**src/rtl/byte_alu_with_decimal_mode_unit_assert.svh**
```systemverilog
// Assertion macros shared by the byte ALU RTL.
`ifndef BYTE_ALU_WITH_DECIMAL_MODE_UNIT_ASSERT_SVH
`define BYTE_ALU_WITH_DECIMAL_MODE_UNIT_ASSERT_SVH

// Check that cons holds in the same cycle as ante; uses clk and rst_n of the host module.
`define BAWD_ASSERT_SAME(lbl, ante, cons, msg) \
    lbl: assert property (@(posedge clk) disable iff (!rst_n) (ante) |-> (cons)) \
        else $error(msg);

// Check that cons holds in the cycle after ante.
`define BAWD_ASSERT_NEXT(lbl, ante, cons, msg) \
    lbl: assert property (@(posedge clk) disable iff (!rst_n) (ante) |=> (cons)) \
        else $error(msg);

`endif

```
**src/rtl/bawd_pkg.sv**
```systemverilog
// Shared types and constants for the byte ALU with decimal mode.
package bawd_pkg;

    typedef enum logic [3:0] {
        CMD_ADC  = 4'd0,
        CMD_SBC  = 4'd1,
        CMD_AND  = 4'd2,
        CMD_OR   = 4'd3,
        CMD_XOR  = 4'd4,
        CMD_CMP  = 4'd5,
        CMD_ASL  = 4'd6,
        CMD_LSR  = 4'd7,
        CMD_ROL  = 4'd8,
        CMD_ROR  = 4'd9,
        CMD_INC  = 4'd10,
        CMD_DEC  = 4'd11,
        CMD_BIT  = 4'd12,
        CMD_PASS = 4'd13
    } cmd_t;

    // Status bit positions
    localparam int unsigned FLAG_C = 0;
    localparam int unsigned FLAG_Z = 1;
    localparam int unsigned FLAG_D = 3;
    localparam int unsigned FLAG_V = 6;
    localparam int unsigned FLAG_N = 7;

    // Decimal adjust constants
    localparam logic [3:0] BCD_LO_ADJ    = 4'h6;
    localparam logic [4:0] BCD_LO_LIMIT  = 5'h0A;
    localparam logic [4:0] BCD_LO_CARRY  = 5'h10;
    localparam logic [8:0] BCD_HI_LIMIT  = 9'h0A0;
    localparam logic [9:0] BCD_HI_ADJ    = 10'h060;

    // Adder result and its flags
    typedef struct packed {
        logic [7:0] sum;
        logic       c;
        logic       z;
        logic       v;
        logic       n;
    } add_res_t;

endpackage

```
**src/rtl/bawd_adder.sv**
```systemverilog
// Binary and packed-decimal add/subtract with carry, with flag generation.
module bawd_adder (
    input  logic               [7:0] a,
    input  logic               [7:0] b,
    input  logic                     cin,
    input  logic                     decimal,
    input  logic                     subtract,
    output bawd_pkg::add_res_t       res
);
    import bawd_pkg::*;

    logic [7:0] b_eff;
    logic [8:0] bin_sum;
    logic [7:0] bin_r;
    logic       bin_v;
    logic [4:0] dlo;
    logic [4:0] dlo_adj;
    logic [3:0] dlo_nib;
    logic [8:0] dmid;
    logic [9:0] dfull;
    logic [5:0] slo;
    logic [5:0] slo_tmp;
    logic [5:0] slo_adj;
    logic [9:0] shi;
    logic [9:0] shi_adj;

    // Binary path: subtract adds the ones' complement
    assign b_eff   = subtract ? ~b : b;
    assign bin_sum = {1'b0, a} + {1'b0, b_eff} + {8'd0, cin};
    assign bin_r   = bin_sum[7:0];
    assign bin_v   = (a[7] ^ bin_r[7]) & (b_eff[7] ^ bin_r[7]);

    // Decimal add: low digit adjust, then high digit adjust
    assign dlo     = {1'b0, a[3:0]} + {1'b0, b[3:0]} + {4'd0, cin};
    assign dlo_nib = dlo[3:0] + BCD_LO_ADJ;
    assign dlo_adj = (dlo >= BCD_LO_LIMIT) ? (BCD_LO_CARRY | {1'b0, dlo_nib}) : dlo;
    assign dmid    = {1'b0, a[7:4], 4'd0} + {1'b0, b[7:4], 4'd0} + {4'd0, dlo_adj};
    assign dfull   = (dmid >= BCD_HI_LIMIT) ? ({1'b0, dmid} + BCD_HI_ADJ) : {1'b0, dmid};

    // Decimal subtract: signed digit tests in two's complement
    assign slo     = {2'b00, a[3:0]} - {2'b00, b[3:0]} + {5'd0, cin} - 6'd1;
    assign slo_tmp = slo - {2'b00, BCD_LO_ADJ};
    assign slo_adj = slo[5] ? {2'b11, slo_tmp[3:0]} : slo;
    assign shi     = {2'b00, a[7:4], 4'd0} - {2'b00, b[7:4], 4'd0}
                   + {{4{slo_adj[5]}}, slo_adj};
    assign shi_adj = shi[9] ? (shi - BCD_HI_ADJ) : shi;

    always_comb
    begin
        res.sum = bin_r;
        res.c   = bin_sum[8];
        res.z   = (bin_r == 8'd0);
        res.v   = bin_v;
        res.n   = bin_r[7];
        if (decimal && subtract)
        begin
            // flags stay binary, only the byte is adjusted
            res.sum = shi_adj[7:0];
        end
        else if (decimal)
        begin
            res.sum = dfull[7:0];
            res.c   = |dfull[9:8];
            res.v   = (a[7] ^ dmid[7]) & (b[7] ^ dmid[7]);
            res.n   = dmid[7];
        end
    end

endmodule

```
**src/rtl/bawd_core.sv**
```systemverilog
// Combinational operation decode, logic and shift unit, and flag merge.
module bawd_core (
    input  logic [3:0] command,
    input  logic [7:0] first_operand,
    input  logic [7:0] second_operand,
    input  logic [7:0] status_in,
    output logic [7:0] result_byte,
    output logic [7:0] status_out
);
    import bawd_pkg::*;

    add_res_t   add_res;
    logic       is_sbc;
    logic [7:0] diff;
    logic [7:0] r;
    logic [7:0] st;

    assign is_sbc = (cmd_t'(command) == CMD_SBC);
    assign diff   = first_operand - second_operand;

    bawd_adder u_adder (
        .a        (first_operand),
        .b        (second_operand),
        .cin      (status_in[FLAG_C]),
        .decimal  (status_in[FLAG_D]),
        .subtract (is_sbc),
        .res      (add_res)
    );

    always_comb
    begin
        r  = first_operand;
        st = status_in;
        case (cmd_t'(command))
            CMD_ADC, CMD_SBC:
            begin
                r         = add_res.sum;
                st[FLAG_C] = add_res.c;
                st[FLAG_Z] = add_res.z;
                st[FLAG_V] = add_res.v;
                st[FLAG_N] = add_res.n;
            end
            CMD_AND:  r = first_operand & second_operand;
            CMD_OR:   r = first_operand | second_operand;
            CMD_XOR:  r = first_operand ^ second_operand;
            CMD_CMP:  st[FLAG_C] = (first_operand >= second_operand);
            CMD_ASL:
            begin
                r          = {second_operand[6:0], 1'b0};
                st[FLAG_C] = second_operand[7];
            end
            CMD_LSR:
            begin
                r          = {1'b0, second_operand[7:1]};
                st[FLAG_C] = second_operand[0];
            end
            CMD_ROL:
            begin
                r          = {second_operand[6:0], status_in[FLAG_C]};
                st[FLAG_C] = second_operand[7];
            end
            CMD_ROR:
            begin
                r          = {status_in[FLAG_C], second_operand[7:1]};
                st[FLAG_C] = second_operand[0];
            end
            CMD_INC:  r = second_operand + 8'd1;
            CMD_DEC:  r = second_operand - 8'd1;
            CMD_BIT:
            begin
                st[FLAG_N] = second_operand[7];
                st[FLAG_V] = second_operand[6];
                st[FLAG_Z] = ((first_operand & second_operand) == 8'd0);
            end
            CMD_PASS: r = second_operand;
            default:  r = first_operand;
        endcase

        // N and Z from the result byte for logic, shift, count and pass; from the difference for compare
        case (cmd_t'(command))
            CMD_AND, CMD_OR, CMD_XOR, CMD_ASL, CMD_LSR, CMD_ROL, CMD_ROR,
            CMD_INC, CMD_DEC, CMD_PASS:
            begin
                st[FLAG_Z] = (r == 8'd0);
                st[FLAG_N] = r[7];
            end
            CMD_CMP:
            begin
                st[FLAG_Z] = (diff == 8'd0);
                st[FLAG_N] = diff[7];
            end
            default:
            begin
                st = st;
            end
        endcase
    end

    assign result_byte = r;
    assign status_out  = st;

endmodule

```
**src/rtl/byte_alu_with_decimal_mode_unit.sv**
```systemverilog
// Top level of the 8-bit ALU with binary and packed-decimal add/subtract.
// Path: an accepted beat is registered in the input stage, then in the result stage, which drives done.
// Throughput: one operation per cycle; busy is always low, so start may stay high.
// Stages: input register, one pass of ALU logic (the decimal adder sets the path), result register.
// Reset: rst_n asynchronously clears the valid and done strobes; payload registers are not reset.
// Results appear for exactly one cycle with done high; the receiver has no way to stall them.
`include "byte_alu_with_decimal_mode_unit_assert.svh"

module byte_alu_with_decimal_mode_unit (
    input  logic       clk,
    input  logic       rst_n,
    input  logic       start,
    output logic       busy,
    input  logic [3:0] command,
    input  logic [7:0] first_operand,
    input  logic [7:0] second_operand,
    input  logic [7:0] status_in,
    output logic       done,
    output logic [7:0] result_byte,
    output logic [7:0] status_out
);
    import bawd_pkg::*;

    // Input stage
    logic       in_valid_reg;
    logic       in_valid_next;
    logic [3:0] cmd_reg;
    logic [7:0] a_reg;
    logic [7:0] b_reg;
    logic [7:0] st_reg;

    // Result stage
    logic       done_reg;
    logic [7:0] result_reg;
    logic [7:0] result_next;
    logic [7:0] status_reg;
    logic [7:0] status_next;

    // Every cycle can take a new beat: the pipeline never backs up.
    assign busy          = 1'b0;
    assign in_valid_next = start && !busy;

    // Hold the strobes under asynchronous reset; advance them every cycle.
    always_ff @(posedge clk or negedge rst_n)
    begin
        if (!rst_n)
        begin
            in_valid_reg <= 1'b0;
            done_reg     <= 1'b0;
        end
        else
        begin
            in_valid_reg <= in_valid_next;
            done_reg     <= in_valid_reg;
        end
    end

    // Capture the operands of an accepted beat; hold them otherwise.
    always_ff @(posedge clk)
    begin
        if (in_valid_next)
        begin
            cmd_reg <= command;
            a_reg   <= first_operand;
            b_reg   <= second_operand;
            st_reg  <= status_in;
        end
    end

    // One pass through the ALU between the two register stages.
    bawd_core u_core (
        .command        (cmd_reg),
        .first_operand  (a_reg),
        .second_operand (b_reg),
        .status_in      (st_reg),
        .result_byte    (result_next),
        .status_out     (status_next)
    );

    // Load the result only when a beat is in the input stage.
    always_ff @(posedge clk)
    begin
        if (in_valid_reg)
        begin
            result_reg <= result_next;
            status_reg <= status_next;
        end
    end

    assign done        = done_reg;
    assign result_byte = result_reg;
    assign status_out  = status_reg;

    // Every accepted beat produces exactly one done strobe, once it has passed the input and result registers.
    `BAWD_ASSERT_NEXT(a_accept_done, start && !busy, ##1 done, "accepted beat lost")
    `BAWD_ASSERT_SAME(a_done_accept, done, $past(start && !busy, 2), "done without a beat")
    // Decimal and unused status bits pass through untouched.
    `BAWD_ASSERT_SAME(a_status_pass, done, (status_out[5:2] == $past(status_in[5:2], 2)), "status passthrough broken")
    // Compare and bit test return the first operand.
    `BAWD_ASSERT_SAME(a_cmp_bit_keep, done && ($past(command, 2) == CMD_CMP || $past(command, 2) == CMD_BIT), result_byte == $past(first_operand, 2), "cmp or bit altered the byte")

endmodule
```
**config.mk**
```make
export PLATFORM = sky130hd
export DESIGN_NAME = byte_alu_with_decimal_mode_unit
export DESIGN_NICKNAME = d
export VERILOG_FILES = /design/src/rtl/bawd_pkg.sv /design/src/rtl/bawd_adder.sv /design/src/rtl/bawd_core.sv /design/src/rtl/byte_alu_with_decimal_mode_unit.sv
export VERILOG_INCLUDE_DIRS = /design/src /design/src/rtl
export SDC_FILE = /design/constraint.sdc
export NUM_CORES = 1
export LEC_CHECK = 0
export BUFFER_PORTS_ARGS = -buffer_cell sky130_fd_sc_hd__buf_2
export CORE_UTILIZATION = 66
export DETAILED_ROUTE_END_ITERATION = 12
export PLACE_DENSITY = 0.91
export SETUP_SLACK_MARGIN = 0.4
export SLEW_MARGIN = 10
export SYNTH_ARGS = -nofsm -noshare
export SYNTH_HDL_FRONTEND = slang
export SYNTH_HIERARCHICAL = 1
export SYNTH_SLANG_ARGS = --single-unit
```
**constraint.sdc**
```tcl
create_clock -name clk -period 11.7 [get_ports clk]
set_input_delay 2.34 -clock clk [delete_from_list [all_inputs] [get_ports clk]]
set_output_delay 2.34 -clock clk [all_outputs]
set_load 0.005 [all_outputs]
```
**After elaboration in Yosys (flattened, before gate mapping)**

Index checks and enable logic that the tools add are counted.

- Multiply operators: 0
- Multiplexer cells: 16
- Add/sub/neg operators: 18
- Shift operators: 0
- Reduce and logical (&&, ||, !) cells: 11
- Bitwise gates (word level): 10
- $lt $le $gt $ge: 3
- Divide/modulo/power cells: 0
- Eq/ne operators: 13

Operator list:

| cell | number |
|---|---|
| $pmux W8 S11 | 1 |
| $logic_not A8 Y1 | 4 |
| $eq A4 B4 Y1 const B | 6 |
| $mux W8 | 3 |
| $add A8 B8 Y9 | 2 |
| $eq A4 B3 Y1 const B | 4 |
| $add A9 B6 Y10 | 1 |
| $add A9 B7 Y10 const B | 1 |
| $mux W10 | 1 |
| $reduce_or A10 Y1 | 1 |
| $add A9 B1 Y9 | 1 |
| $add A9 B5 Y9 | 1 |
| $ge A9 B8 Y1 const B | 1 |
| $mux W9 | 1 |
| $sub A8 B8 Y9 | 1 |
| $add A8 B1 Y8 const B | 1 |
| $and A8 B8 Y8 | 1 |
| $eq A4 B2 Y1 const B | 2 |
| $ge A8 B8 Y1 | 1 |
| $not A8 Y8 | 1 |
| $or A8 B8 Y8 | 1 |
| $reduce_or A2 Y1 | 4 |
| $sub A8 B1 Y8 const B | 1 |
| $sub A8 B7 Y8 const B | 1 |
| 22 further kinds | 29 |

- Memory bits (read-only): 0
- Memory bits (writable): 0
- Memories kept: 0
- Output and inout bits: 18
- Bits in registers: 46
- Input port bits: 31
- Latch bits: 0

**Logic depth before layout (Yosys ltp)**

- Word-level depth: 13
- Gate-level depth with buffers: 27

**By module**

Netlist, hierarchy kept.

Modules (own cells, without submodules):

| module | area each (µm²) | cells an instance | seq. area each (µm²) | instances |
|---|---|---|---|---|
| bawd_core | 2,085.8 | 306 | 0.0 | 1 |
| bawd_adder | 1,921.8 | 244 | 0.0 | 1 |
| byte_alu_with_decimal_mode_unit | 1,382.6 | 48 | 1,371.3 | 1 |

**Worst setup path after synthesis**

No wires, ideal clock.

- Path kind: register -> register
- Start point: reg a_reg[0]
- End point: reg status_reg[7], in the netlist status_out[7], data pin
- Path slack: 6,008 ps
- Arrival time: 5,432 ps
- Stages on the path, launching flop included: 27
- Period minus slack after synthesis: 5,692 ps
- Cell sequence: edfxtp_1 > inv_1 > fa_1 > fa_1 > xor2_1 > inv_1 > ha_1 > and2b_2 > o221ai_2 > o311ai_4 > fa_1 > inv_1 > ha_1 > inv_1 > fa_1 > ha_1 > o22ai_1 > a221oi_1 > nor3_1 > a21oi_1 > o22a_1 > mux2i_1 > a21oi_1 > o22a_1 > o221ai_1 > a2bb2oi_1 > a221o_1

RTL lines:

| item | line | text |
|---|---|---|
| from (decl) | byte_alu_with_decimal_mode_unit.sv:28 | `logic [7:0] a_reg;` |
| from (signal assigned) | byte_alu_with_decimal_mode_unit.sv:64 | `a_reg <= first_operand;` |
| to (signal assigned) | byte_alu_with_decimal_mode_unit.sv:86 | `status_reg <= status_next;` |
| to (decl) | byte_alu_with_decimal_mode_unit.sv:36 | `logic [7:0] status_reg;` |

==> results.json <==
{
  "fin_skew_ps": 8.63,
  "power_leakage_nw": 2.45,
  "relSlewSlack": 0.148,
  "clockBufferDepth": 2,
  "wl_per_cell_um": 20.3,
  "rsz0062_at_grt": "false",
  "gr-usage-met3": 0.0755,
  "synthArstFlopShare": 0.0435,
  "post_cts_buffers": 0,
  "finalWorstSetupSlack_ps": 5090,
  "clock_latency_ps": 300,
  "layout.cells.most_common_list": "ha_1, inv_1, buf_2",
  "worst_slew_pin_slew_ps": 1250,
  "start_util": 0.690,
  "die_w_um": 92.4,
  "clockRootBuffer": "clkbuf_8",
  "place_congestion": 0.949,
  "coreArea_um2": 7810,
  "busiest_layer": "met2",
  "ctsHoldBuffers": 0,
  "setup_viol": 0,
  "multi_input_area_um2": 3560,
  "worstPathArrival_ps": 6650,
  "area_growth_pct": 4.97,
  "row_count": 32,
  "grt_max_degree": 47,
  "io_pins": 49,
  "cts_inserted_buffers": 5,
  "synth_edf_count": 44,
  "die_h_um": 92.4,
  "die-area_um2": 8530,
  "grt_overflow": 0,
  "reg2reg_depth": 26,
  "place_hpwl_um": 10800,
  "hp-class": "register to register",
  "drive_above_1_share": 0.138,
  "crit_type": "register to register",
  "p_int_uw": 436,
  "dp_slack_ps": 5210,
  "final_common_cell": "ha_1",
  "syn_area_per_cell_um2": 9.01,
  "ys_warn_count": 6,
  "synthDistinctLibCells": 90,
  "clock_sinks": 46,
  "cts_resized": 0,
  "status": "complete, no violations",
  "crit_slowest_cell": "edfxtp_1",
  "p_sw_uw": 316,
  "cts_tree": "done",
  "slew_viol_final": 0,
  "hold_viol": 0,
  "synth_flop_cell": "edfxtp_1",
  "synth_area_um2": 5390,
  "ir_drop_v": 0.0000727,
  "via_per_inst": 6.82,
  "gr-usage-met1": 0.468,
  "clkPwrFrac": 0.159,
  "cp.required_ps": 11750,
  "power_density_nw_per_um2": 133,
  "fin_tns_setup_ps": 0,
  "n_fill_cell": 594,
  "antenna_found_initial": 0,
  "grt_pass1_wl_um": 23600,
  "ant_nets": 0,
  "slowest_delay_ps": 650,
  "area.sequential_um2": 1370,
  "htreeDepth": 2,
  "max_cap_violations": 0,
  "initialDrtViolationCount": 588,
  "synth-seq-cells": 46,
  "nets": 721,
  "synth_nets": 699,
  "antenna_cells": 0,
  "critPathCaptureType": "register",
  "yosysSeqAreaShare": 0.254,
  "syn_inst": 598,
  "crit_fanout": 14,
  "fin_crit_ps": 6610,
  "dr.pass1.iters": 9,
  "portBuffers": 47,
  "met2_usage": 0.573,
  "route.vias.total": 4930,
  "final_cell_area_um2": 5660,
  "drc": 0,
  "cp-start-kind": "register",
  "switching_share": 0.420,
  "seqPwrFrac": 0.297,
  "grt_pass1_vias": 4797,
  "placed_area_um2": 5550,
  "whs_ps": 423,
  "finalCritPeriodShare": 0.565,
  "pwr-share-comb": 0.544,
  "drt_wl_total_um": 14700,
  "path_clk_slew_ps": 90,
  "holdPathStages": 0,
  "fmax_mhz": 151,
  "grt_use_total": 0.356
}
final timing paths:
check	startpoint	endpoint	slack, ps
min in group asynchronous	rst_n	done$_DFF_PN0_	1800
worst max register to register	b_reg[0]$_DFFE_PP_	status_out[7]$_DFFE_PP_	5090
worst min register to register	st_reg[5]$_DFFE_PP_	status_out[5]$_DFFE_PP_	420
worst min-delay path	st_reg[5]$_DFFE_PP_	status_out[5]$_DFFE_PP_	420
max in group asynchronous	rst_n	in_valid_reg$_DFF_PN0_	9810
worst max-delay path	b_reg[0]$_DFFE_PP_	status_out[7]$_DFFE_PP_	5090
cell families after synthesis:
family | after synthesis | synth area share
multiplexers | 15 | 0.0283
adder cells (fa/ha/maj) | 71 | 0.178
buffers and inverters | 96 | 0.0854
flip-flops | 46 | 0.254
AO/OA/AOI/OAI | 170 | 0.228
XOR/XNOR | 37 | 0.0627
AND/OR/NAND/NOR | 162 | 0.162
other | 1 | 0.000696
routing by layer:
layer,up-vias,routed length (µm),part of all wire
met3,55,1610,0.11
met4,0,459,0.031
met1,2311,5850,0.40
met2,329,6770,0.46
li1,2235,-,-
met5,-,0,0
synth_stat cells, drive strengths merged (10+ instances only):
master	instances	area [µm²]
nand2	30	113
xor2	17	149
nand3	14	75.1
fa	10	200
a21oi	43	215
edfxtp	44	1320
ha	60	751
buf	32	220
nor3	13	70.1
o21ai	25	129
xnor2	19	166
a21o	11	85.1
mux2i	13	130
nor2	45	169
inv	59	221
cell type report:
cell class                 count  share of cell area
sequential                    46               0.242
inverter                      59              0.0391
timing repair buffer          52              0.0482
clock inverter                 1             0.00531
clock buffer                   7              0.0135
tap                          102              0.0226
multi-input combinational    456               0.629
per-stage QoR:
step	util	total power [mW]	cells
2_1_floorplan	-	0.529	598
3_3_place_gp	0.711	0.598	715
3_5_place_dp	0.711	0.619	715
4_1_cts	0.725	0.739	723
5_1_grt	0.725	0.798	723
6_report	0.725	0.752	723
critical path: cells and delay by family, from the launching register on:
family / cells / cell delay (ps)
fa+ha+maj: 7 / 2460
compound gates: 11 / 2280
flops: 1 / 650
buf+inv: 4 / 350
simple gates: 2 / 310
xor+xnor: 1 / 230
mux: 1 / 70
power by group through the flow:
stage               clock, mW  combinational (mW)  sequential (mW)
floorplan                   0               0.312            0.218
global placement            0               0.373            0.225
detailed placement          0               0.392            0.227
CTS                     0.120               0.396            0.223
global route            0.126               0.446            0.226
finish                  0.119               0.409            0.224
Note: power is estimated with default switching activity, not from simulation.
